`config.mk`:
```
export PLATFORM = sky130hd
export DESIGN_NAME = osd_front_flat
export DESIGN_NICKNAME = d
export VERILOG_FILES = /design/src/hdl/osd_pkg.sv /design/src/hdl/osd_if.sv /design/src/hdl/osd_front.sv /design/src/flat_wrapper.sv
export SDC_FILE = /design/constraint.sdc
export NUM_CORES = 1
export LEC_CHECK = 0
export ABC_CLOCK_PERIOD_IN_PS = 13400
export BUFFER_PORTS_ARGS = -buffer_cell sky130_fd_sc_hd__buf_2
export CAP_MARGIN = 10
export CORE_MARGIN = 4
export CORE_UTILIZATION = 40
export DETAILED_ROUTE_END_ITERATION = 8
export HOLD_SLACK_MARGIN = 0.06
export PLACE_DENSITY = 0.61
export SYNTH_ARGS = -nofsm -noshare
export SYNTH_HDL_FRONTEND = slang
export SYNTH_SLANG_ARGS = --single-unit
```
`constraint.sdc`:
```
create_clock -name clk -period 13.4 [get_ports clk]
set_input_delay 2.01 -clock clk [delete_from_list [all_inputs] [get_ports clk]]
set_output_delay 2.01 -clock clk [all_outputs]
set_load 0.02 [all_outputs]
```
`src/hdl/osd_pkg.sv`:
```
// Shared constants, types and command format of the OSD overlay generator.
// Used by the channel interfaces and by every module of the block.
package osd_pkg;

  localparam int GRID_COLS    = 60;
  localparam int GRID_ROWS    = 22;
  localparam int GLYPH_WIDTH  = 24;
  localparam int GLYPH_HEIGHT = 36;
  localparam int GLYPH_COUNT  = 256;

  localparam int OP_W       = 2;
  localparam int CODE_W     = 16;
  localparam int ROW_W      = 10;
  localparam int COL_W      = 11;
  localparam int RGBA_W     = 32;
  localparam int PIX_W      = 8;
  localparam int MARGIN_W   = 6;
  localparam int CFG_IDX_W  = 1;
  localparam int CFG_DATA_W = MARGIN_W;

  localparam logic [MARGIN_W-1:0] TOP_MARGIN_RST  = MARGIN_W'(9);
  localparam logic [MARGIN_W-1:0] LEFT_MARGIN_RST = MARGIN_W'(0);

  localparam int GLYPH_SIZE = GLYPH_WIDTH * GLYPH_HEIGHT;
  localparam int FONT_DEPTH = GLYPH_COUNT * GLYPH_SIZE;
  localparam int FONT_AW    = $clog2(FONT_DEPTH);
  localparam int GOFF_W     = $clog2(GLYPH_SIZE);
  localparam int MAP_DEPTH  = GRID_COLS * GRID_ROWS;
  localparam int MAP_AW     = $clog2(MAP_DEPTH);
  localparam int GLYPH_W    = 8;
  localparam int CELL_W     = GLYPH_W + 1;

  // Reciprocal division of the grid coordinates by the glyph size.
  localparam int DIV_SH_Y = ROW_W + 1;
  localparam int DIV_SH_X = COL_W + 1;
  localparam int RECIP_Y  = (2 ** DIV_SH_Y) / GLYPH_HEIGHT;
  localparam int RECIP_X  = (2 ** DIV_SH_X) / GLYPH_WIDTH;
  localparam int QY_W     = $clog2((2 ** ROW_W) / GLYPH_HEIGHT + 1);
  localparam int QX_W     = $clog2((2 ** COL_W) / GLYPH_WIDTH + 1);
  localparam int REMY_W   = $clog2(2 * GLYPH_HEIGHT);
  localparam int REMX_W   = $clog2(2 * GLYPH_WIDTH);
  localparam int YW_W     = $clog2((2 ** ROW_W - 1) * GLYPH_WIDTH + 1);

  // Color conversion.
  localparam int SUM_W     = 18;
  localparam int ROUND_OFS = 128;
  localparam int Y_BIAS    = 16;
  localparam int UV_BIAS   = 128;
  localparam int CY_R = 66;
  localparam int CY_G = 129;
  localparam int CY_B = 25;
  localparam int CU_R = -38;
  localparam int CU_G = -74;
  localparam int CU_B = 112;
  localparam int CV_R = 112;
  localparam int CV_G = -94;
  localparam int CV_B = -18;

  localparam int QUEUE_DEPTH = 4;
  localparam int QP_W        = $clog2(QUEUE_DEPTH);
  localparam int QL_W        = $clog2(QUEUE_DEPTH + 1);

  typedef enum logic [OP_W-1:0] {
    OP_FONT_WR = 2'd0,
    OP_CELL_WR = 2'd1,
    OP_FETCH   = 2'd2
  } op_t;

  typedef enum logic [CFG_IDX_W-1:0] {
    CFG_TOP_MARGIN  = 1'b0,
    CFG_LEFT_MARGIN = 1'b1
  } cfg_idx_t;

  typedef struct packed {
    op_t                 kind;
    logic                hit;
    logic [MAP_AW-1:0]   map_addr;
    logic [FONT_AW-1:0]  font_addr;
    logic [RGBA_W-1:0]   data;
  } cmd_t;

  typedef struct packed {
    logic [QL_W-1:0] level;
    logic            clearing;
  } flow_stat_t;

endpackage

```
`src/hdl/osd_if.sv`:
```
// Valid/ready channel interfaces for the input beats and the result beats.
// Depends on osd_pkg for the field widths.
interface osd_in_if import osd_pkg::*; ();
  logic                valid;
  logic                ready;
  logic [OP_W-1:0]     opcode;
  logic [CODE_W-1:0]   index_code;
  logic [ROW_W-1:0]    row;
  logic [COL_W-1:0]    col;
  logic [RGBA_W-1:0]   pixel_rgba;

  modport source (output valid, opcode, index_code, row, col, pixel_rgba, input ready);
  modport sink   (input valid, opcode, index_code, row, col, pixel_rgba, output ready);
endinterface


```
`src/hdl/osd_front.sv`:
```
// Front end: accepts input beats, holds the margin registers, converts
// colors, locates cells and pushes commands into the queue. Uses osd_pkg.
module osd_front import osd_pkg::*; (
  input  logic                   clk,
  input  logic                   rst_n,
  osd_in_if.sink                 in_ch,
  input  logic                   cfg_we,
  input  logic [CFG_IDX_W-1:0]   cfg_idx,
  input  logic [CFG_DATA_W-1:0]  cfg_data,
  input  flow_stat_t             stat,
  output logic                   push,
  output cmd_t                   push_cmd
);

  function automatic logic [PIX_W-1:0] scale_bias(input logic signed [SUM_W-1:0] sum,
                                                  input logic [PIX_W-1:0] bias);
    logic signed [SUM_W-1:0] sh;
    sh = (sum + SUM_W'(ROUND_OFS)) >>> PIX_W;
    return sh[PIX_W-1:0] + bias;
  endfunction

  logic [MARGIN_W-1:0] top_margin_r, left_margin_r;

  always_ff @(posedge clk) begin
    if (!rst_n) begin
      top_margin_r  <= TOP_MARGIN_RST;
      left_margin_r <= LEFT_MARGIN_RST;
    end else if (cfg_we) begin
      case (cfg_idx_t'(cfg_idx))
        CFG_TOP_MARGIN:  top_margin_r  <= cfg_data;
        CFG_LEFT_MARGIN: left_margin_r <= cfg_data;
        default: ;
      endcase
    end
  end

  logic f1_valid_r;
  logic acc;
  op_t  op;

  assign in_ch.ready = !stat.clearing &&
                       (int'(stat.level) + int'(f1_valid_r) < QUEUE_DEPTH);
  assign acc = in_ch.valid && in_ch.ready;
  assign op  = op_t'(in_ch.opcode);

  logic signed [SUM_W-1:0] r_s, g_s, b_s, sum_y, sum_u, sum_v;
  logic [RGBA_W-1:0]       yuva;

  assign r_s = signed'(SUM_W'(in_ch.pixel_rgba[PIX_W-1:0]));
  assign g_s = signed'(SUM_W'(in_ch.pixel_rgba[2*PIX_W-1:PIX_W]));
  assign b_s = signed'(SUM_W'(in_ch.pixel_rgba[3*PIX_W-1:2*PIX_W]));
  assign sum_y = SUM_W'(CY_R * r_s + CY_G * g_s + CY_B * b_s);
  assign sum_u = SUM_W'(CU_R * r_s + CU_G * g_s + CU_B * b_s);
  assign sum_v = SUM_W'(CV_R * r_s + CV_G * g_s + CV_B * b_s);
  assign yuva  = {in_ch.pixel_rgba[4*PIX_W-1:3*PIX_W],
                  scale_bias(sum_v, PIX_W'(UV_BIAS)),
                  scale_bias(sum_u, PIX_W'(UV_BIAS)),
                  scale_bias(sum_y, PIX_W'(Y_BIAS))};

  logic [ROW_W-1:0] y_d;
  logic [COL_W-1:0] x_d;
  logic             fetch_hit, fw_ok, cw_ok;
  logic [CELL_W-1:0] cell_word;

  assign y_d = in_ch.row - ROW_W'(top_margin_r);
  assign x_d = in_ch.col - COL_W'(left_margin_r);
  assign fetch_hit = (in_ch.row >= ROW_W'(top_margin_r)) &&
                     (in_ch.col >= COL_W'(left_margin_r)) &&
                     (int'(y_d) < GRID_ROWS * GLYPH_HEIGHT) &&
                     (int'(x_d) < GRID_COLS * GLYPH_WIDTH);
  assign fw_ok = (int'(in_ch.index_code) < GLYPH_COUNT) &&
                 (int'(in_ch.row) < GLYPH_HEIGHT) && (int'(in_ch.col) < GLYPH_WIDTH);
  assign cw_ok = (int'(in_ch.row) < GRID_ROWS) && (int'(in_ch.col) < GRID_COLS);
  assign cell_word = {(in_ch.index_code != '0), in_ch.index_code[GLYPH_W-1:0]};

  logic                f1_valid_nxt, f1_ok_nxt;
  logic [RGBA_W-1:0]   f1_data_nxt;
  op_t                 f1_kind_r;
  logic                f1_ok_r;
  logic [MAP_AW-1:0]   f1_map_addr_r;
  logic [FONT_AW-1:0]  f1_font_addr_r;
  logic [RGBA_W-1:0]   f1_data_r;
  logic [QY_W-1:0]     f1_q0y_r;
  logic [QX_W-1:0]     f1_q0x_r;
  logic [ROW_W-1:0]    f1_y_r;
  logic [COL_W-1:0]    f1_x_r;
  logic [YW_W-1:0]     f1_yw_r;

  always_comb begin
    f1_valid_nxt = 1'b0;
    f1_ok_nxt    = 1'b1;
    f1_data_nxt  = yuva;
    case (op)
      OP_FONT_WR: f1_valid_nxt = acc && fw_ok;
      OP_CELL_WR: begin
        f1_valid_nxt = acc && cw_ok;
        f1_data_nxt  = RGBA_W'(cell_word);
      end
      OP_FETCH: begin
        f1_valid_nxt = acc;
        f1_ok_nxt    = fetch_hit;
      end
      default: f1_valid_nxt = 1'b0;
    endcase
  end

  always_ff @(posedge clk) begin
    if (!rst_n) begin
      f1_valid_r <= 1'b0;
    end else begin
      f1_valid_r <= f1_valid_nxt;
    end
  end

  always_ff @(posedge clk) begin
    f1_kind_r      <= op;
    f1_ok_r        <= f1_ok_nxt;
    f1_data_r      <= f1_data_nxt;
    f1_map_addr_r  <= MAP_AW'(int'(in_ch.row) * GRID_COLS + int'(in_ch.col));
    f1_font_addr_r <= FONT_AW'(int'(in_ch.index_code[GLYPH_W-1:0]) * GLYPH_SIZE +
                               int'(in_ch.row) * GLYPH_WIDTH + int'(in_ch.col));
    f1_q0y_r       <= QY_W'((int'(y_d) * RECIP_Y) >> DIV_SH_Y);
    f1_q0x_r       <= QX_W'((int'(x_d) * RECIP_X) >> DIV_SH_X);
    f1_y_r         <= y_d;
    f1_x_r         <= x_d;
    f1_yw_r        <= YW_W'(int'(y_d) * GLYPH_WIDTH);
  end

  // The reciprocal quotient is low by at most one; one correction step fixes it.
  logic [REMY_W-1:0] r0y;
  logic [REMX_W-1:0] r0x;
  logic              inc_y, inc_x;
  logic [MAP_AW-1:0] fetch_cell;
  logic [GOFF_W-1:0] fetch_off;

  assign r0y   = REMY_W'(int'(f1_y_r) - int'(f1_q0y_r) * GLYPH_HEIGHT);
  assign r0x   = REMX_W'(int'(f1_x_r) - int'(f1_q0x_r) * GLYPH_WIDTH);
  assign inc_y = int'(r0y) >= GLYPH_HEIGHT;
  assign inc_x = int'(r0x) >= GLYPH_WIDTH;
  assign fetch_cell = MAP_AW'(int'(f1_q0y_r) * GRID_COLS + int'(f1_q0x_r) +
                              (inc_y ? GRID_COLS : 0) + (inc_x ? 1 : 0));
  assign fetch_off = GOFF_W'(int'(f1_yw_r) - int'(f1_q0y_r) * GLYPH_SIZE -
                             (inc_y ? GLYPH_SIZE : 0) + int'(r0x) -
                             (inc_x ? GLYPH_WIDTH : 0));

  always_comb begin
    push               = f1_valid_r;
    push_cmd.kind      = f1_kind_r;
    push_cmd.hit       = f1_ok_r;
    push_cmd.data      = f1_data_r;
    push_cmd.map_addr  = f1_map_addr_r;
    push_cmd.font_addr = f1_font_addr_r;
    if (f1_kind_r == OP_FETCH) begin
      push_cmd.map_addr  = fetch_cell;
      push_cmd.font_addr = FONT_AW'(fetch_off);
    end
  end

endmodule

```
`src/flat_wrapper.sv`:
```
// flat-port wrapper written by rule: the top's interface ports become plain ports
module osd_front_flat import osd_pkg::*;
  (clk, rst_n, cfg_we, cfg_idx, cfg_data, stat, push, push_cmd, in_ch_valid, in_ch_opcode, in_ch_index_code, in_ch_row, in_ch_col, in_ch_pixel_rgba, in_ch_ready);
  osd_in_if in_ch_i ();
  input  logic clk;
  input  logic rst_n;
  input  logic cfg_we;
  input  logic [CFG_IDX_W-1:0] cfg_idx;
  input  logic [CFG_DATA_W-1:0] cfg_data;
  input  flow_stat_t stat;
  output logic push;
  output cmd_t push_cmd;
  input wire logic [$bits(in_ch_i.valid)-1:0] in_ch_valid;
  input wire logic [$bits(in_ch_i.opcode)-1:0] in_ch_opcode;
  input wire logic [$bits(in_ch_i.index_code)-1:0] in_ch_index_code;
  input wire logic [$bits(in_ch_i.row)-1:0] in_ch_row;
  input wire logic [$bits(in_ch_i.col)-1:0] in_ch_col;
  input wire logic [$bits(in_ch_i.pixel_rgba)-1:0] in_ch_pixel_rgba;
  output wire logic [$bits(in_ch_i.ready)-1:0] in_ch_ready;
  assign in_ch_i.valid = in_ch_valid;
  assign in_ch_i.opcode = in_ch_opcode;
  assign in_ch_i.index_code = in_ch_index_code;
  assign in_ch_i.row = in_ch_row;
  assign in_ch_i.col = in_ch_col;
  assign in_ch_i.pixel_rgba = in_ch_pixel_rgba;
  assign in_ch_ready = in_ch_i.ready;
  osd_front u_core (.clk(clk), .rst_n(rst_n), .in_ch(in_ch_i), .cfg_we(cfg_we), .cfg_idx(cfg_idx), .cfg_data(cfg_data), .stat(stat), .push(push), .push_cmd(push_cmd));
endmodule
```
## Word level (Yosys, flattened, before mapping)

Index checks and enable logic that the tools add are counted.

| word-level totals | value |
|---|---|
| flip-flop bits (word level) | 109 |
| bits of input ports | 86 |
| output and inout port bits | 66 |
| word-level logic and storage cells | 98 |

| cells by class | value |
|---|---|
| $add $sub $neg | 27 |
| $mul | 19 |
| $lt $le $gt $ge | 12 |
| equal/unequal tests | 3 |
| mux-type cells | 7 |
| bitwise gates (word level) | 1 |
| reduce and logical (&&, ||, !) cells | 15 |

Operators with widths:

| cell | count |
|---|---|
| 16-bit adder | 6 |
| 16-bit by 9-bit adder with 16-bit output, second input constant | 3 |
| 11-bit adder | 3 |
| 32-bit by 4-bit less-than comparator with 1-bit output, second input constant | 1 |
| 7-bit by 9-bit multiplier with 15-bit output, first input constant | 2 |
| 10-bit subtractor | 3 |
| 29-bit two-way mux | 1 |
| 3-bit by 8-bit multiplier with 11-bit output, first input constant | 2 |
| 18-bit by 12-bit adder with 18-bit output | 1 |
| 18-bit adder | 1 |
| 11-bit by 7-bit multiplier with 18-bit output, second input constant | 1 |
| 8-bit adder, second input constant | 2 |
| 16-bit by 9-bit less-than comparator with 1-bit output, second input constant | 1 |
| 8-bit by 8-bit multiplier with 16-bit output, first input constant | 1 |
| 16-bit nonzero test | 1 |
| 6-bit by 9-bit multiplier with 15-bit output, first input constant | 1 |
| 5-bit by 9-bit multiplier with 14-bit output, first input constant | 1 |
| 6-bit by 8-bit multiplier with 14-bit output, first input constant | 1 |
| 10-bit by 3-bit multiplier with 13-bit output, second input constant | 1 |
| 5-bit by 8-bit multiplier with 13-bit output, first input constant | 1 |
| 8-bit by 5-bit multiplier with 13-bit output, second input constant | 1 |
| 10-bit by 2-bit multiplier with 12-bit output, second input constant | 1 |
| 11-bit by 8-bit adder with 11-bit output | 1 |
| 11-bit by 6-bit greater-or-equal comparator with 1-bit output | 1 |
| other kinds (34) | 46 |

## Logic depth before layout (Yosys ltp)

| depth | value |
|---|---|
| depth in word-level cells | 8 |
| mapped depth | 27 |
| mapped depth without buffers | 27 |

## Worst setup path before layout

Ideal clock, no wire load.

| timing | value |
|---|---|
| path kind | input to register |
| start point | in in_ch_pixel_rgba[9] |
| end point | reg u_core.f1_data_r[15] |
| arrival | 7492 ps |
| data required time | 13272 ps |
| path slack | 5780 ps |
| stages on the path | 26 |
| path through | inv_1 ha_1 inv_1 fa_1 inv_1 fa_1 inv_1 fa_1 inv_1 ha_1 a21boi_0 o21ai_0 a21boi_0 o21ai_0 nand2_1 o311ai_0 fa_1 ha_1 xor2_1 xnor2_1 or4_1 o311ai_0 a211oi_1 xor2_1 xnor2_1 nor2_1 |

| between the ends | value |
|---|---|
| word-level cells in the longest chain between the ends | 5 |

Ends and longest elaborated chain:

| element | RTL line | source |
|---|---|---|
| from (decl) | flat_wrapper.sv:18 | `input wire logic [$bits(in_ch_i.pixel_rgba)-1:0] in_ch_pixel_rgba;` |
| 7-bit by 9-bit multiplier with 15-bit output | osd_front.sv:53 | `assign sum_u = SUM_W'(CU_R * r_s + CU_G * g_s + CU_B * b_s);` |
| 16-bit adder (2 in a row) | osd_front.sv:53 |  |
| 16-bit by 9-bit adder with 16-bit output | osd_front.sv:18 | `sh = (sum + SUM_W'(ROUND_OFS)) >>> PIX_W;` |
| 8-bit adder | osd_front.sv:19 | `return sh[PIX_W-1:0] + bias;` |
| to (signal assigned) | osd_front.sv:118 | `f1_data_r <= f1_data_nxt;` |
| to (decl) | osd_front.sv:82 | `logic [RGBA_W-1:0] f1_data_r;` |

No other way between the ends.
A chain may end at the register's enable or synchronous reset.

## Worst setup path in the final report

| timing | value |
|---|---|
| start point | in in_ch_pixel_rgba[10] |
| end point | reg u_core.f1_data_r[15] |

Same word-level chain as after synthesis.

==> impl_metrics.json <==
{
  "tightest_slew_ns": 1.14,
  "tns_ns": 0,
  "clk_pin_slew_ns": 0.08,
  "multi_input_area_sq_um": 15000,
  "path_max_fanout": 8,
  "rr_worst_depth": 23,
  "ys_warn_count": 0,
  "hold_path.startpoint": "u_core.left_margin_r[3]",
  "synthFlopType": "dfxtp_1",
  "final-hold-violation-count": 0,
  "grt_pass1_vias": 14500,
  "crit_arrival_ns": 8.30,
  "top_level_ports": 152,
  "gp_congestion": 0.879,
  "min_to": "u_core.left_margin_r[3]",
  "die_w_microns": 225,
  "avgSynthCellArea_sq_um": 9.11,
  "synth_cells": 2064,
  "clock_latency_ns": 0.39,
  "cp-start-kind": "input port",
  "via_per_inst": 5.00,
  "die_area_sq_um": 50500,
  "yosys.cell_types.count": 65,
  "post-synth-top-area-fraction": 0.325,
  "initial_core_util": 0.405,
  "rows": 79,
  "post_cts_resized": 0,
  "rsz0062_at_grt": "no",
  "crit_required_ns": 13.63,
  "areaGrowthSynthToFinish_pct": 9.51,
  "cts.path.max_buffers": 2,
  "cts.sinks": 105,
  "overflow": 0,
  "synth_edf_count": 0,
  "maxSlewHeadroom": 0.236,
  "port_buffers": 151,
  "r2r-start": "u_core.left_margin_r[1]",
  "grt_first_pass_wirelength_microns": 74000,
  "finalCriticalPeriod_ns": 8.07,
  "cts_buffers": 9,
  "grt_max_degree": 48,
  "synth-seq-area-share": 0.112,
  "wl_per_cell_microns": 16.0,
  "cts_tree": "done",
  "maxSlewViolCount": 0,
  "antenna_found_initial": 8,
  "n_fill_cell": 4560,
  "outcome": "completed",
  "drc": 0,
  "post_cts_buffers": 0,
  "synth_async_sr_flop_share": 0,
  "r2r_end": "u_core.f1_q0x_r[6]",
  "finalWirelength_microns": 45400,
  "timing.hold.ws_ns": 0.473,
  "holdBufCountCts": 0,
  "hold_path.class": "reg -> reg",
  "cts_max_level": 3,
  "postRouteAntennaNets": 0,
  "seq_area_sq_um": 2100,
  "dp_hpwl_microns": 40000,
  "drive_above_1_share": 0.0865,
  "layout.nets": 2960,
  "vias": 14100,
  "regToRegSetupSlack_ns": 7.44,
  "syn_nets": 2810,
  "cap_violations": 0,
  "period_share": 0.602,
  "core_area_sq_um": 46500,
  "skew_ns": 0.0143,
  "ys_top_cells_by_area": "ha_1 (32%), fa_1 (18%), dfxtp_1 (11%)",
  "fmax_ghz": 0.124,
  "yosysTopAreaCell": "ha_1",
  "cp-end-kind": "flop",
  "drtPass1Iterations": 5,
  "clockRootBuffer": "clkbuf_16",
  "syn_area_sq_um": 18800,
  "crit_type": "in -> reg",
  "drt_iter0_drc": 431,
  "hold_path_depth": 2,
  "grt_use_total": 0.182,
  "setup_viol": 0,
  "ys_ff_latch": 105,
  "die_h_microns": 225
}
==> cell usage after synthesis, types with 25 or more instances <==
cell type / instances
o21ai_0: 62
inv_1: 435
nor3_1: 27
fa_1: 172
nor2b_1: 25
nor2_1: 73
a21oi_1: 114
xor2_1: 51
dfxtp_1: 105
a21o_1: 38
xnor2_1: 129
nand2_1: 86
o21bai_1: 36
ha_1: 488
==> kinds of logic (layout without fill, tap and decap cells) <==
| group | after synthesis | count (layout) | share of synthesized area |
|---|---|---|---|
| adder cells (fa/ha/maj) | 660 | 660 | 0.508 |
| buffers and inverters | 449 | 604 | 0.0899 |
| AO/OA/AOI/OAI | 348 | 348 | 0.119 |
| AND/OR/NAND/NOR | 313 | 313 | 0.0819 |
| XOR/XNOR | 180 | 180 | 0.0839 |
| flip-flops | 105 | 105 | 0.112 |
| multiplexers | 9 | 9 | 0.00499 |
| other | 0 | 3 | 0 |
==> stage by stage <==
step	std cells	cell area [sq um]	util	setup WS, ns
2_1_floorplan	2064	18800	-	5.78
3_3_place_gp	2810	20300	0.436	5.08
3_5_place_dp	2810	20300	0.436	4.90
4_1_cts	2826	20600	0.443	5.31
5_1_grt	2829	20600	0.443	4.87
6_report	2829	20600	0.443	5.33
==> state kept, by name (all words and copies together) (netlist names) <==
signal	count
u_core.f1_y_r	6
u_core.f1_yw_r	6
u_core.f1_map_addr_r	11
u_core.f1_kind_r	2
u_core.f1_q0x_r	7
u_core.f1_font_addr_r	16
u_core.f1_x_r	6
u_core.f1_q0y_r	5
u_core.push	1
u_core.left_margin_r	6
u_core.f1_data_r	32
u_core.f1_ok_r	1
u_core.top_margin_r	6
==> how the worst max path moves through the flow <==
stage	startpoint	endpoint	slack, ns
2_1_floorplan	in_ch_pixel_rgba[9]	u_core.f1_data_r[15]	5.78
3_3_place_gp	in_ch_pixel_rgba[10]	u_core.f1_data_r[15]	5.08
3_5_place_dp	in_ch_pixel_rgba[10]	u_core.f1_data_r[15]	4.90
4_1_cts	in_ch_pixel_rgba[10]	u_core.f1_data_r[15]	5.31
5_1_grt	in_ch_pixel_rgba[10]	u_core.f1_data_r[15]	4.87
6_report	in_ch_pixel_rgba[10]	u_core.f1_data_r[15]	5.33
==> routing by layer <==
metal  track usage  vias up  wire (microns)
met1         0.246     6800           21400
li1              -     7093               -
met4        0.0447        2             875
met5             0        -              13
met3        0.0223       46            1390
met2         0.312      208           21700
==> critical path: stages <==
cell      delay, ns
buf_2          0.22
inv_1          0.07
ha_1           0.31
inv_1          0.08
ha_1           0.27
inv_1          0.05
fa_1           0.54
inv_1          0.06
fa_1           0.48
ha_1           0.36
nor2b_1        0.14
o21ai_0        0.21
a21boi_0       0.16
o21ai_0        0.21
a21boi_0       0.14
o21ai_0        0.24
nand2_1        0.12
o311ai_0       0.50
fa_1           0.51
ha_1           0.22
xor2_1         0.15
xnor2_1        0.30
or4_1          0.15
o311ai_0       0.11
a211oi_1       0.29
xor2_1         0.20
xnor2_1        0.13
nor2_1         0.05
==> layout by cell type, fill, tap and decap left out, types with 15 or more instances in the layout <==
| master | Yosys | layout |
|---|---|---|
| inv_1 | 435 | 435 |
| nand3_1 | 21 | 21 |
| o21bai_1 | 36 | 36 |
| xnor2_1 | 129 | 129 |
| dfxtp_1 | 105 | 105 |
| and2_1 | 18 | 18 |
| fa_1 | 172 | 172 |
| a21boi_0 | 15 | 15 |
| a21oi_1 | 114 | 114 |
| nor2b_1 | 25 | 24 |
| nor2_1 | 73 | 73 |
| nor3_1 | 27 | 27 |
| o21ai_0 | 62 | 62 |
| xor2_1 | 51 | 51 |
| buf_2 | 0 | 151 |
| nand2_1 | 86 | 86 |
| ha_1 | 488 | 488 |
| a21o_1 | 38 | 38 |
==> final cells by class <==
class                      instances  share of cell area
multi-input combinational       1510               0.729
clock buffer                       9              0.0109
tap                              607              0.0369
inverter                         435              0.0793
clock inverter                     7             0.00383
antenna                            3            0.000365
timing repair buffer             153              0.0374
sequential                       105               0.102
Power is not shown: default switching activity piles up to over one toggle a cycle in this logic, so the estimate is an artifact.
