[src/hdl/osd_pkg.sv]
// Shared constants, types and command format of the OSD overlay generator.
// Used by the channel interfaces and by every module of the block.
package osd_pkg;

  localparam int GRID_COLS    = 60;
  localparam int GRID_ROWS    = 22;
  localparam int GLYPH_WIDTH  = 24;
  localparam int GLYPH_HEIGHT = 36;
  localparam int GLYPH_COUNT  = 256;

  localparam int OP_W       = 2;
  localparam int CODE_W     = 16;
  localparam int ROW_W      = 10;
  localparam int COL_W      = 11;
  localparam int RGBA_W     = 32;
  localparam int PIX_W      = 8;
  localparam int MARGIN_W   = 6;
  localparam int CFG_IDX_W  = 1;
  localparam int CFG_DATA_W = MARGIN_W;

  localparam logic [MARGIN_W-1:0] TOP_MARGIN_RST  = MARGIN_W'(9);
  localparam logic [MARGIN_W-1:0] LEFT_MARGIN_RST = MARGIN_W'(0);

  localparam int GLYPH_SIZE = GLYPH_WIDTH * GLYPH_HEIGHT;
  localparam int FONT_DEPTH = GLYPH_COUNT * GLYPH_SIZE;
  localparam int FONT_AW    = $clog2(FONT_DEPTH);
  localparam int GOFF_W     = $clog2(GLYPH_SIZE);
  localparam int MAP_DEPTH  = GRID_COLS * GRID_ROWS;
  localparam int MAP_AW     = $clog2(MAP_DEPTH);
  localparam int GLYPH_W    = 8;
  localparam int CELL_W     = GLYPH_W + 1;

  // Reciprocal division of the grid coordinates by the glyph size.
  localparam int DIV_SH_Y = ROW_W + 1;
  localparam int DIV_SH_X = COL_W + 1;
  localparam int RECIP_Y  = (2 ** DIV_SH_Y) / GLYPH_HEIGHT;
  localparam int RECIP_X  = (2 ** DIV_SH_X) / GLYPH_WIDTH;
  localparam int QY_W     = $clog2((2 ** ROW_W) / GLYPH_HEIGHT + 1);
  localparam int QX_W     = $clog2((2 ** COL_W) / GLYPH_WIDTH + 1);
  localparam int REMY_W   = $clog2(2 * GLYPH_HEIGHT);
  localparam int REMX_W   = $clog2(2 * GLYPH_WIDTH);
  localparam int YW_W     = $clog2((2 ** ROW_W - 1) * GLYPH_WIDTH + 1);

  // Color conversion.
  localparam int SUM_W     = 18;
  localparam int ROUND_OFS = 128;
  localparam int Y_BIAS    = 16;
  localparam int UV_BIAS   = 128;
  localparam int CY_R = 66;
  localparam int CY_G = 129;
  localparam int CY_B = 25;
  localparam int CU_R = -38;
  localparam int CU_G = -74;
  localparam int CU_B = 112;
  localparam int CV_R = 112;
  localparam int CV_G = -94;
  localparam int CV_B = -18;

  localparam int QUEUE_DEPTH = 4;
  localparam int QP_W        = $clog2(QUEUE_DEPTH);
  localparam int QL_W        = $clog2(QUEUE_DEPTH + 1);

  typedef enum logic [OP_W-1:0] {
    OP_FONT_WR = 2'd0,
    OP_CELL_WR = 2'd1,
    OP_FETCH   = 2'd2
  } op_t;

  typedef enum logic [CFG_IDX_W-1:0] {
    CFG_TOP_MARGIN  = 1'b0,
    CFG_LEFT_MARGIN = 1'b1
  } cfg_idx_t;

  typedef struct packed {
    op_t                 kind;
    logic                hit;
    logic [MAP_AW-1:0]   map_addr;
    logic [FONT_AW-1:0]  font_addr;
    logic [RGBA_W-1:0]   data;
  } cmd_t;

  typedef struct packed {
    logic [QL_W-1:0] level;
    logic            clearing;
  } flow_stat_t;

endpackage

[src/hdl/osd_cmd_fifo.sv]
// Short command queue between the front end and the back end.
// Uses the cmd_t format and depth from osd_pkg.
module osd_cmd_fifo import osd_pkg::*; (
  input  logic             clk,
  input  logic             rst_n,
  input  logic             push,
  input  cmd_t             push_cmd,
  input  logic             pop,
  output logic             head_valid,
  output cmd_t             head,
  output logic [QL_W-1:0]  level
);

  cmd_t            entry_r [QUEUE_DEPTH];
  logic [QP_W-1:0] wr_ptr_r, rd_ptr_r;
  logic [QL_W-1:0] level_r;
  logic            do_pop;

  assign do_pop     = pop && (level_r != '0);
  assign head_valid = level_r != '0;
  assign head       = entry_r[rd_ptr_r];
  assign level      = level_r;

  always_ff @(posedge clk) begin
    if (!rst_n) begin
      wr_ptr_r <= '0;
      rd_ptr_r <= '0;
      level_r  <= '0;
    end else begin
      if (push) begin
        wr_ptr_r <= (wr_ptr_r == QP_W'(QUEUE_DEPTH - 1)) ? '0 : wr_ptr_r + 1'b1;
      end
      if (do_pop) begin
        rd_ptr_r <= (rd_ptr_r == QP_W'(QUEUE_DEPTH - 1)) ? '0 : rd_ptr_r + 1'b1;
      end
      level_r <= level_r + QL_W'(push) - QL_W'(do_pop);
    end
  end

  always_ff @(posedge clk) begin
    if (push) begin
      entry_r[wr_ptr_r] <= push_cmd;
    end
  end

endmodule

[config.mk]
export PLATFORM = sky130hd
export DESIGN_NAME = osd_cmd_fifo
export DESIGN_NICKNAME = d
export VERILOG_FILES = /design/src/hdl/osd_pkg.sv /design/src/hdl/osd_cmd_fifo.sv
export SDC_FILE = /design/constraint.sdc
export NUM_CORES = 1
export LEC_CHECK = 0
export BUFFER_PORTS_ARGS = -buffer_cell sky130_fd_sc_hd__buf_4
export CAP_MARGIN = 10
export CORE_MARGIN = 4
export CORE_UTILIZATION = 64
export CTS_BUF_LIST = sky130_fd_sc_hd__clkbuf_8
export DETAILED_ROUTE_END_ITERATION = 16
export PLACE_DENSITY = 0.88
export SLEW_MARGIN = 20
export SYNTH_ARGS = -nofsm -noshare
export SYNTH_HDL_FRONTEND = slang
export SYNTH_SLANG_ARGS = --single-unit
[constraint.sdc]
create_clock -name clk -period 3.8 [get_ports clk]
set_input_delay 0.19 -clock clk [delete_from_list [all_inputs] [get_ports clk]]
set_output_delay 0.19 -clock clk [all_outputs]
set_load 0.1 [all_outputs]
After elaboration in Yosys (flattened, before gate mapping):

Memories as Yosys holds them, arrays and structs flattened. A register that Yosys moved wholly into a read port is not among the register bits.
Index checks and enable logic that the tools add are counted.

* add/subtract/negate cells: 4
* equality and inequality tests: 2
* muxes and demuxes: 6
* reduce and logical (&&, ||, !) cells: 2

Operator list (number)
* 2-bit two-way mux: 4
* 2-bit by 1-bit adder with 2-bit output (second input constant): 2
* 2-bit == test (second input constant): 2
* 3-bit by 1-bit adder with 3-bit output: 1
* 3-bit nonzero test: 1
* 3-bit by 1-bit subtractor with 3-bit output: 1
* 1-bit two-way mux: 2
* 1-bit logical AND: 1

* register bits: 7
* RAM bits: 256
* logic and storage cells: 18
* memories kept: 1

Memories
* entry_r: depth 4, width 64, rd ports 1, clocked after Yosys merged registers in 1, write ports 1, line osd_cmd_fifo.sv:14 `cmd_t entry_r [QUEUE_DEPTH];`

Logic depth before layout (Yosys ltp):

Gate-level depths: netlist of run 1.

* depth after elaboration: 4
* depth in mapped cells: 8

Worst setup path after synthesis of run 1:

OpenSTA, ideal clock, no wires.

* path type: reg-to-reg
* start point: register level_r[1], in the netlist level[1]
* end point: register level_r[2], in the netlist level[2]
* arrival: 2.363 ns
* required time: 3.686 ns
* path slack: 1.322 ns
* cell stages (with the launch flop): 9
* path buffers: 0
* path through: dfxtp_1 o31a_1 ha_1 inv_1 ha_1 inv_1 fa_1 xnor3_1 nor2_1

* longest elaborated chain between the ends: 3

Ends and longest elaborated chain
* from (decl): line osd_cmd_fifo.sv:16 `logic [QL_W-1:0] level_r;`
* from (signal assigned): line osd_cmd_fifo.sv:36 `level_r <= level_r + QL_W'(push) - QL_W'(do_pop);`
* branches (longest 2 deep; another with 3-bit by 1-bit adder with 3-bit output)
* 3-bit by 1-bit subtractor with 3-bit output (*): line osd_cmd_fifo.sv:36

Mark *: on every way between the ends.
A chain may end at the register's enable or synchronous reset.

==> results.md, run 1 <==
- The final critical-path share of the clock period is 70.35%.
- The area share of the leading cell type in the synthesized netlist is 78.68%.
- The run finished with clean final reports.
- The horizontal die dimension is 131.6 um.
- The number of antenna violations at the first check in global routing is 0.
- In this run the most critical hold path is launched from pop.
- The number of rows created at floorplan is 44.
- In this run the worst path has a maximum fanout of 36.
- The count of final hold-check violations is 0.
- The required time of the critical path is 3.61 ns.
- The areal power density over the cells is 703.3 nW/um2.
- Setup violations remaining at the end of the flow were counted as 0.
- The post-synthesis net count is 454.
- Entering global routing, the biggest net connects 65 pins.
- The clock tree buffer depth is 3.
- Setup slack closes at 1.127 ns.
- The aggregate global routing overflow is 0.
- The clock reaches the later pin of the worst-skew pair after 0.51 ns.
- The iteration-0 DRC count of the detailed router is 279.
- The number of buffers added by the clock tree synthesis step is 40.
- The post-synthesis cell type count is 21.
- The count of final max-slew check failures is 0.
- For hold timing, the worst endpoint is rd_ptr_r[0]$_SDFFE_PN0N_.
- The slew at the pin closest to its max-slew limit is 1.010 ns.
- The antenna cell count is 0.
- The placement-stage cell area is 10890 um2.
- The worst setup timing slack at the placement stage is 1.579 ns.
- The effective utilization at floorplan is 66.22%.
- The average instance in the mapped netlist occupies 25.85 um2.
- Headroom to the max-slew limit came out at 32.67%.
- Of the cells placed in the final design, the portion with a size suffix greater than 1 is 39.25%.
- Wires add up to 18280 um.
- The count of boundary I/O pins is 136.
- The worst hold path stage count is 3.
- The core footprint is 14750 um2.
- After Yosys synthesis, XOR and XNOR cells account for 0.2305% of the synthesized area.
- The die is 131.6 um tall.
- The startpoint kind of the worst setup timing path is a flop.
- The via count of the first global-routing pass is 5230.
- The endpoint class of the critical path is a primary output.
- The class of the tightest hold or removal check is input pin to flop.
- The count of maximum capacitance violations is 0.
- For this design the static power due to leakage is 4.278 nW.
- After Yosys synthesis, and, or, nand and nor cells account for 0.8580% of the synthesized area.
- The CTS sink count is 265.
- Setup repair after global routing left no endpoint under its margin.
- The endpoint identified for the worst register-to-register timing path is level[2]$_SDFF_PN0_.
- The clock tree synthesis step divided the H-tree into 2 levels.
- Relative to the synthesized area, the layout overhead comes to 25.16%.
- The post-CTS clock slew at the launch and capture registers of the worst setup and hold paths is 0.06 ns.
- The yosys synthesis warning count is 0.
- The buffer type at the clock tree root is clkbuf_8.
- The cell type with the highest aggregate area in the netlist is edfxtp_1.
- Setup slack on the worst reg-to-reg path comes out at 1.65 ns.
- The number of nets in the final layout is 684.
- The worst register-to-register path begins at level[1]$_SDFF_PN0_.
- In the final timing run, aggregate negative setup slack is 0 ns.
- The post-synthesis mux area share is 15.21%.
- The synthesized netlist occupies a cell area of 9771 um2.
- Ranked by total cell area, the synthesized netlist is headed by edfxtp_1 (79%), mux4_2 (14%), dfxtp_1 (1.8%).
- The synthesized design contains 265 register bits.
- Synthesis produced 378 cells.
- Once layout is done, the placed cells without fillers occupy 12230 um2.
- The combinational family with the most area after synthesis is multiplexers.
- Global routing used 21.82% of the available tracks across all layers.
- The global-route wire length before repair is 29260 um.
- The type of the setup path with the least slack is flop to primary output.
- The via density per instance is 5.754.
- The quantity of gates resized following cts is 0.
- The overall die area is 17310 um2.
- Dividing the detail-routed wire length by the instance count gives 22.27 um.
- VDD sags by at most 726.2 uV.
- Derived from the worst setup path, the maximum achievable clock frequency is 374.1 MHz.
- The worst reg2reg path depth is 8.
- Input and output buffers added on the ports amount to 135.
- The synthesized-area fraction occupied by adder cells is 1.101%.
- The sequential share of the synthesized area is 80.52%.
- For the final database, setup skew stands at 0.01381 ns.
- The total via count in the routed design is 4724.
- TritonCTS built the clock tree.
- The detailed placer's ending HPWL is 9863 um.
- The congestion estimate from routability-driven global placement came to 0.6982.
- The number of optimization iterations in the first detailed-route pass is 4.
- The count of nets left with antenna violations once routing finished came out at 0.
- In the routed design, unresolved DRC markers number 0.
- Data arrives at the worst endpoint at 2.48 ns.
- The clock period minus worst slack is 2.673 ns.
- The synthesized netlist devotes 0.1409% of its cell area to compound gates.
-- where the power goes --
part	internal [mW]	leakage, nW	total [mW]	switching [mW]
combinational	0.833	1.44	3.08	2.25
clock	1.00	0.410	2.01	1.01
sequential	3.35	2.43	3.51	0.160
total	5.19	4.28	8.60	3.41
-- stage by stage --
step	cells	hold slack, ns	util (%)	power [mW]
floorplan	378	0.2889	-	6.091
global placement	684	0.3876	73.78	6.554
detailed placement	684	0.3933	73.78	6.605
CTS	821	0.1336	82.89	8.638
global route	821	0.1594	82.89	8.905
finish	821	0.1731	82.89	8.601
-- synthesized netlist by cell type --
cell type  count
or3b_2         2
mux4_1         4
xnor3_1        1
or3_1          1
buf_6          1
edfxtp_1     256
fa_1           1
nand2_1        3
mux2i_1        3
a21oi_1        1
buf_12         6
dfxtp_1        9
buf_2          6
mux4_2        60
nor2_1         3
clkbuf_2       1
inv_1          6
nand2b_1       1
and2_1         5
ha_1           7
o31a_1         1
-- registers in the layout, summed over array words and instances (netlist names), named ones only --
name      count
rd_ptr_r      2
level         3
wr_ptr_r      2
entry_r     256
-- cells by family (layout without fill, tap and decap cells) --
kind of cell	Yosys count	count (layout)
AO/OA/AOI/OAI	2	2
XOR/XNOR	1	1
adder cells (fa/ha/maj)	8	8
buffers and inverters	20	279
flip-flops	265	265
multiplexers	67	67
AND/OR/NAND/NOR	15	15
-- routing by layer --
layer  GRT usage, %  up-vias  wire length (um)
met3          5.122       23              1102
li1               -     2077                 -
met5              0        -                 0
met4          6.126        0               279
met1          29.25     2428              7222
met2          36.82      196              9677
-- cell type report --
type	instances	area [um2]
timing repair buffer	202	1694
clock inverter	30	118.9
multi-input combinational	93	1724
tap	184	230.2
sequential	265	7875
inverter	6	22.52
fill	649	2525
clock buffer	41	564.3
-- critical path: stages (launching register included) --
cell and delay [ns]:
dfxtp_4 0.72, buf_12 0.35, mux4_1 0.61, buf_4 0.25
-- how the worst max path moves through the flow --
stage | startpoint | to | depth (start not counted)
after floorplan | level[1]$_SDFF_PN0_ | level[2]$_SDFF_PN0_ | 8
after global placement | flop | head[58] | 3
after detailed placement | flop | head[58] | 3
after CTS | flop | head[58] | 3
after global routing | flop | head[60] | 3
final | flop | head[60] | 3
-- cells in the final DEF (no fill, tap or decap), types with 4 or more instances in the layout --
cell,Yosys,final
mux4_2,60,60
ha_1,7,7
and2_4,0,4
clkinv_2,0,5
inv_1,6,21
clkinv_1,0,10
buf_4,0,135
dfxtp_1,9,7
dlygate4sd3_1,0,66
mux4_1,4,4
edfxtp_1,256,256
clkbuf_8,0,41
-- timing repair --
action | in CTS | in global routing
hold buffers | 66 | 0
endpoints found under the hold margin | 263 | 0
buffers inserted | 0 | 0
(Power assumes the default switching activity.)
==> inputs of run 2 (changes only) <==
- CORE_UTILIZATION: 64 -> 53
- PLACE_DENSITY: 0.88 -> 0.77
- clock period: 3.8 -> 2.4 ns (I/O delays scaled with it)
==> run 2 against run 1 <==
First-iteration DRC count decreased by 15%; flip-flop and latch count unchanged; critical path depth stayed put; core utilization fell by 13 points; critical path type unchanged; critical endpoint is now head[24].
==> results.md, run 2 (synthesized netlist as in run 1, its figures left out) <==
- The routed design uses 9134 um of met2 wire.
- The core region is 18020 um2.
- Once the clock tree was built, the setup fixing pass inserted 0 buffers.
- After detailed routing, the number of remaining DRC violations is 0.
- For this design the total switching power over the nets is 5.420 mW.
- The number of optimization iterations in the first detailed-route pass is 4.
- OpenSTA, run right after detailed placement, puts the worst setup slack at 0.4298 ns.
- For this run, the slowest stage of the critical path takes 0.57 ns.
- The count of final hold-check violations is 0.
- For this design, the sink count on the clock tree is 265.
- The master of the slowest instance on the critical path is mux4_2.
- The clock tree from TritonCTS is done.
- The count of final max-slew check failures is 0.
- The post-detailed-route wirelength per cell is 20.56 um.
- The analysis attributes to cell leakage a power of 4.403 nW.
- In this run the vertical extent of the chip is 143.8 um.
- The port buffer count is 135.
- The required time of the critical path is 2.28 ns.
- The final weighted congestion in routability-driven placement is 0.7561.
- The wire length reported by the detailed router is 18160 um.
- Of the total power, the clock network draws 24.8%.
- Dividing total power by cell area gives a power density of 1113 nW/um2.
- The total via count in the routed design is 4744.
- The most numerous cell type found on the critical path is buf_4.
- The aggregate global routing overflow is 0.
- The number of buffers added by the clock tree synthesis step is 42.
- In this run the cell area measured after placement is 11110 um2.
- For the finished layout, the period the worst path requires is 2.254 ns.
- Row generation in the floorplan step produced 49 rows.
- The largest clock skew in the final design is 0.01388 ns.
- The min-delay analysis places its worst path in the category input pin to flop.
- The number of antenna violations at the first check in global routing is 0.
- The via count of the first global-routing pass is 5256.
- At the worst endpoint, the arrival time is 2.13 ns.
- The relative slew slack is 65.48%.
- Detailed placement ended at an HPWL of 10640 um.
- The highest metal layer used by the detailed router is met4.
- The post-CTS clock slew at the launch and capture registers of the worst setup and hold paths is 0.06 ns.
- Hold repair after CTS inserted 67 buffers.
- The flow ran to the end, and the final reports show no timing, DRC or antenna violations.
- The register with the most flip-flops in the final layout is entry_r.
- The part of the power in combinational logic is 36.3%.
- Once detail routing completed, the nets flagged for antenna violations numbered 0.
- The number of flip-flops in the largest register is 256.
- The area growth from synthesis to layout is 28.47%.
- Derived from the worst setup path, the maximum achievable clock frequency is 443.7 MHz.
- The deepest level of the CTS H-tree is 2.
- The global-route wire length before repair is 28360 um.
- The number of antenna diodes in the final layout is 0.
- The library cell used most frequently in the layout, excluding fill and tap cells, is edfxtp_1.
- The post-route cell area is 12550 um2.
- During I/O placement, the number of pins put on the boundary was 136.
- The number of filler instances in the final layout is 1131.
- The quantity of gates resized following cts is 0.
- The number of nets in the final layout is 699.
- For the pin with the worst max-slew slack, the measured transition is 0.5178 ns.
- The overall die area is 20670 um2.
- The worst setup path is of the flop to primary output kind.
- The internal power summed over all cells is 8.553 mW.
- Clock tree synthesis selected as its root buffer the cell clkbuf_8.
- In this run the worst path has a maximum fanout of 14.
- Leaving out fill and tap cells, the most frequent cells in the layout are edfxtp_1 (256), buf_4 (141), dlygate4sd3_1 (67).
- After detailed routing, the wire length on met1 is 7563 um.
- The horizontal die dimension is 143.8 um.
- Setup repair after global routing left no endpoint under its margin.
- The count of endpoints failing setup in the final report is 0.
- STA classifies the critical path startpoint as a flop.
- The switching power as a share of total power is 38.79%.
- The clock tree buffer depth is 3.
- The critical path goes through buf_4 -> mux4_2 -> buf_4.
- After layout, the worst setup slack is 0.1463 ns.
- IR analysis of the VDD net gives a maximum drop of 802.1 uV.
- The first routing iteration left 237 violations.
- The endpoint class of the critical path is a primary output.
- The post-route netlist has 40.98% of its cells at a drive strength greater than 1.
- The effective utilization at floorplan is 54.21%.
- Dividing the detail-routed via count by the number of cells gives 5.373.
- The final critical-path share of the clock period is 93.90%.
- For the worst-skew pair, the clock arrives at the later sink with an insertion delay of 0.51 ns.
- Across every metal layer, demand over resource in global routing totals 18.10%.
- The share of total power dissipated in sequential elements is 38.9%.
- The routed length on met3 is 1141 um.
- The largest net degree at the start of global routing is 50.
- Across the run, the number of max-cap violations was 0.
==> run 2: cell count changes in the layout (fill, tap and decap cells not counted), sizes merged <==
cell	previous run	this run
buf	136	148
bufinv	0	1
clkbuf	41	46
dlygate4sd3	66	67
inv	21	19
==> run 2: worst paths after layout <==
path                                  from             endpoint  slack (ns)  cells past startpoint
setup / recovery                      flop             head[24]        0.15                      3
hold reg to reg   rd_ptr_r[1]$_SDFFE_PN0N_                 flop        0.49                      2
hold / removal                         pop                 flop        0.07                      3
setup reg to reg       level[2]$_SDFF_PN0_  level[0]$_SDFF_PN0_        0.32                      6
==> run 2: cell type report <==
cell class / instances / area [um2] / area share [%]
clock inverters: 29 / 140.1 / 1.116
clock buffers: 46 / 633.1 / 5.044
flip-flops and latches: 265 / 7876 / 62.75
inverters: 6 / 22.52 / 0.1794
well taps: 229 / 286.5 / 2.283
multi-input cells: 93 / 1724 / 13.74
repair buffers: 215 / 1869 / 14.89
==> run 2: layer usage <==
layer / up-vias / GRT usage [%]
li1: 2111 / -
met1: 2434 / 24.60
met2: 166 / 29.90
met3: 33 / 3.993
met4: 0 / 5.500
met5: - / 0
==> run 2: worst max-delay path: cells and delay by family (launching register included) <==
family | cells | cell delay (ns)
buffers and inverters | 2 | 0.58
flip-flops | 1 | 0.47
multiplexers | 1 | 0.57
==> run 2: stage by stage <==
step	hold slack [ns]	instances	utilization, %	setup TNS [ns]	power (mW)
finish	0.06671	883	69.64	0	13.97
floorplan	0.2189	378	-	-0.02762	9.639
global route	0.04496	883	69.64	0	14.51
detailed placement	0.3220	741	61.63	0	10.54
CTS	0.02024	883	69.64	0	14.12
global placement	0.3185	741	61.63	0	10.48
==> run 2: power by group through the flow <==
stage	combinational, mW	clock [mW]	sequential, mW
6_report	5.07	3.47	5.43
5_1_grt	5.25	3.81	5.45
4_1_cts	5.12	3.56	5.44
3_5_place_dp	5.01	0	5.53
3_3_place_gp	4.97	0	5.51
2_1_floorplan	4.04	0	5.59
==> inputs of run 3 (changes only) <==
- GPL_TIMING_DRIVEN: default -> 0
==> run 3 against run 2 <==
Clock skew increased by 0.0025 ns; cell count rose by 0.11%; first-iteration DRC count shrank 7.2%; non-clock buffer count grew 5; critical endpoint is now head[17]; routed wire length decreased by 1.1%; worst setup slack gained 0.073 ns; sequential power down 0.9%; critical path type unchanged; critical path depth up 1; die area is the same.
==> results.md, run 3 (synthesized netlist as in run 1, its figures left out) <==
- The maximum fanout along the worst path is 10.
- The antenna cell count is 0.
- The largest clock skew in the final design is 0.01636 ns.
- Setup repair after global routing left no endpoint under its margin.
- The placement-stage cell area is 11160 um2.
- The final critical-path share of the clock period is 90.86%.
- The number of nets in the final layout is 703.
- The via count of the first global-routing pass is 5233.
- The clock tree buffer depth is 3.
- The first TritonRoute pass finished after 4 iterations.
- The count of final hold-check violations was 0.
- The required time of the critical path is 2.28 ns.
- The deepest level of the CTS H-tree is 2.
- For this design the top-level I/O count stands at 136.
- The endpoint class of the critical path is a primary output.
- The global-route wire length before repair is 27900 um.
- In the layout the commonest cells are edfxtp_1 (256), buf_4 (135), dlygate4sd3_1 (67).
- The highest metal layer carrying signal wires in the routed design is met4.
- The port buffer count is 135.
- The overall power of the completed layout is 13.84 mW.
- The post-route cell area is 12540 um2.
- Setup violations remaining at the end of the flow were counted as 0.
- Max-cap violations in this run came to 0.
- The worst hold margin is 0.09315 ns.
- The area growth from synthesis to layout is 28.33%.
- The wire length reported by the detailed router is 17950 um.
- Leaving out fill and tap cells, the most frequent cell in the layout is edfxtp_1.
- The post-detailed-route wirelength per cell is 20.31 um.
- The CTS sink count is 265.
- In the global route stage, overall resource usage came out at 17.85%.
- The count of nets left with antenna violations once routing finished came out at 0.
- The wire length on met2 is 9356 um.
- The slowest stage of the critical path is the mux4_2 cell.
- The class of the tightest hold or removal check is input pin to flop.
- CTS placed an instance of clkbuf_8 at the clock tree root.
- Clock-pin slew was measured on the worst setup and hold paths at 0.06 ns.
- Clock tree synthesis inserted a total of 41 buffers.
- At the worst endpoint, the arrival time is 2.06 ns.
- The iteration-0 DRC count of the detailed router is 220.
- The core region is 18020 um2.
- The wire-length estimate of the detail-placed layout is 10260 um.
- The number of rows created at floorplan is 49.
- The clock network latency to the later pin of the worst-skew pair is 0.52 ns.
- The instance count after placement with tap cells included is 746.
- The count of final max-slew check failures is 0.
- The number of standard cells in the layout, taps in and fillers out is 884.
- The routed design uses 1129 um of met3 wire.
- The routed metal-1 wire length is 7067 um.
- Entering global routing, the biggest net connects 35 pins.
- The total via count in the routed design is 4734.
- The areal power density over the cells is 1104 nW/um2.
- From bottom edge to top edge, the die measures 143.8 um.
- The clock tree from TritonCTS is done.
- The startpoint kind of the worst setup timing path is a flop.
- For the pin with the worst max-slew slack, the measured transition is 0.5299 ns.
- Global routing finished with a remaining overflow of 0.
- Dividing the detail-routed via count by the number of cells gives 5.355.
- The post-route netlist has 40.31% of its cells at a drive strength greater than 1.
- The register with the most flip-flops in the layout has 256 of them.
- The critical path in this run is classified as flop to primary output.
- The worst pin sits at a relative slew slack of 64.67%.
- In this design, the stage delay of the slowest critical-path cell is 0.38 ns.
- The die covers 20670 um2.
- The flow ran to the end, and the final reports show no timing, DRC or antenna violations.
- The filler cells instantiated in the layout total 1091.
- The effective utilization at floorplan is 54.21%.
- The clock period could shrink to 2.181 ns.
- Counting flops per register, the top entry is entry_r.
- VDD sags by at most 939.8 uV.
- For this design the static power due to leakage is 4.430 nW.
- The number of antenna violations at the first check in global routing is 0.
- Routability-driven placement finished with a final weighted congestion of 0.7365.
- The count of unresolved DRC violations after routing is 0.
- Measured on the finished design, the core utilization comes to 69.56%.
- The upper clock frequency limit is 458.6 MHz.
- The die is 143.8 um wide.
- Traced cell by cell, the critical path runs through clkbuf_2 -> buf_2 -> mux4_2 -> buf_4.
-- run 3: cell types whose count changed in the layout (fill, tap and decap cells not counted), sizes merged --
cell    change
clkinv      -7
inv         +8
clkbuf      -4
buf         +4
-- run 3: layout make-up --
| type | count | area [um2] | share of cell area (%) |
|---|---|---|---|
| clock inverter | 30 | 141.4 | 1.128 |
| clock buffer | 41 | 564.3 | 4.501 |
| buffer | 14 | 166.4 | 1.327 |
| sequential | 265 | 7869 | 62.76 |
| timing repair buffer | 206 | 1764 | 14.07 |
| multi-input combinational | 93 | 1724 | 13.75 |
| inverter | 6 | 22.52 | 0.1796 |
| tap | 229 | 286.5 | 2.285 |
-- run 3: routing by layer --
| metal | GRT usage [%] | up-vias |
|---|---|---|
| met5 | 0 | - |
| met4 | 6.145 | 0 |
| met3 | 4.559 | 31 |
| met2 | 30.05 | 164 |
| met1 | 22.92 | 2424 |
| li1 | - | 2115 |
-- run 3: where the power goes --
| part | total (mW) | switching [mW] | internal [mW] |
|---|---|---|---|
| Sequential | 5.38 | 0.0745 | 5.30 |
| Clock | 3.23 | 1.54 | 1.69 |
| Combinational | 5.23 | 3.76 | 1.48 |
-- run 3: critical path, delay by kind of cell, from the launching register on --
family   cells  cell delay (ns)
mux          1             0.38
flops        1             0.30
buf+inv      3             0.87
-- run 3: final timing paths --
| path | endpoint | startpoint | slack (ns) | cells after the start |
|---|---|---|---|---|
| setup reg to reg | level[0]$_SDFF_PN0_ | level[1]$_SDFF_PN0_ | 0.23 | 6 |
| setup / recovery | head[17] | flop | 0.22 | 4 |
| hold / removal | rd_ptr_r[0]$_SDFFE_PN0N_ | pop | 0.09 | 3 |
| hold reg to reg | rd_ptr_r[0]$_SDFFE_PN0N_ | rd_ptr_r[0]$_SDFFE_PN0N_ | 0.51 | 2 |
-- run 3: repair_timing --
action / in CTS / in global routing
resized for setup: 0 / 0
hold endpoints to repair: 265 / 0
hold buffers: 67 / 0
setup buffers: 0 / 0
setup endpoints to repair: 0 / 0
-- run 3: per-stage QoR --
step           worst slack (ns)  setup TNS [ns]
2_1_floorplan          -0.02762        -0.02762
3_3_place_gp            0.01941               0
3_5_place_dp             0.4038               0
4_1_cts                  0.1518               0
5_1_grt                 0.09837               0
6_report                 0.2194               0
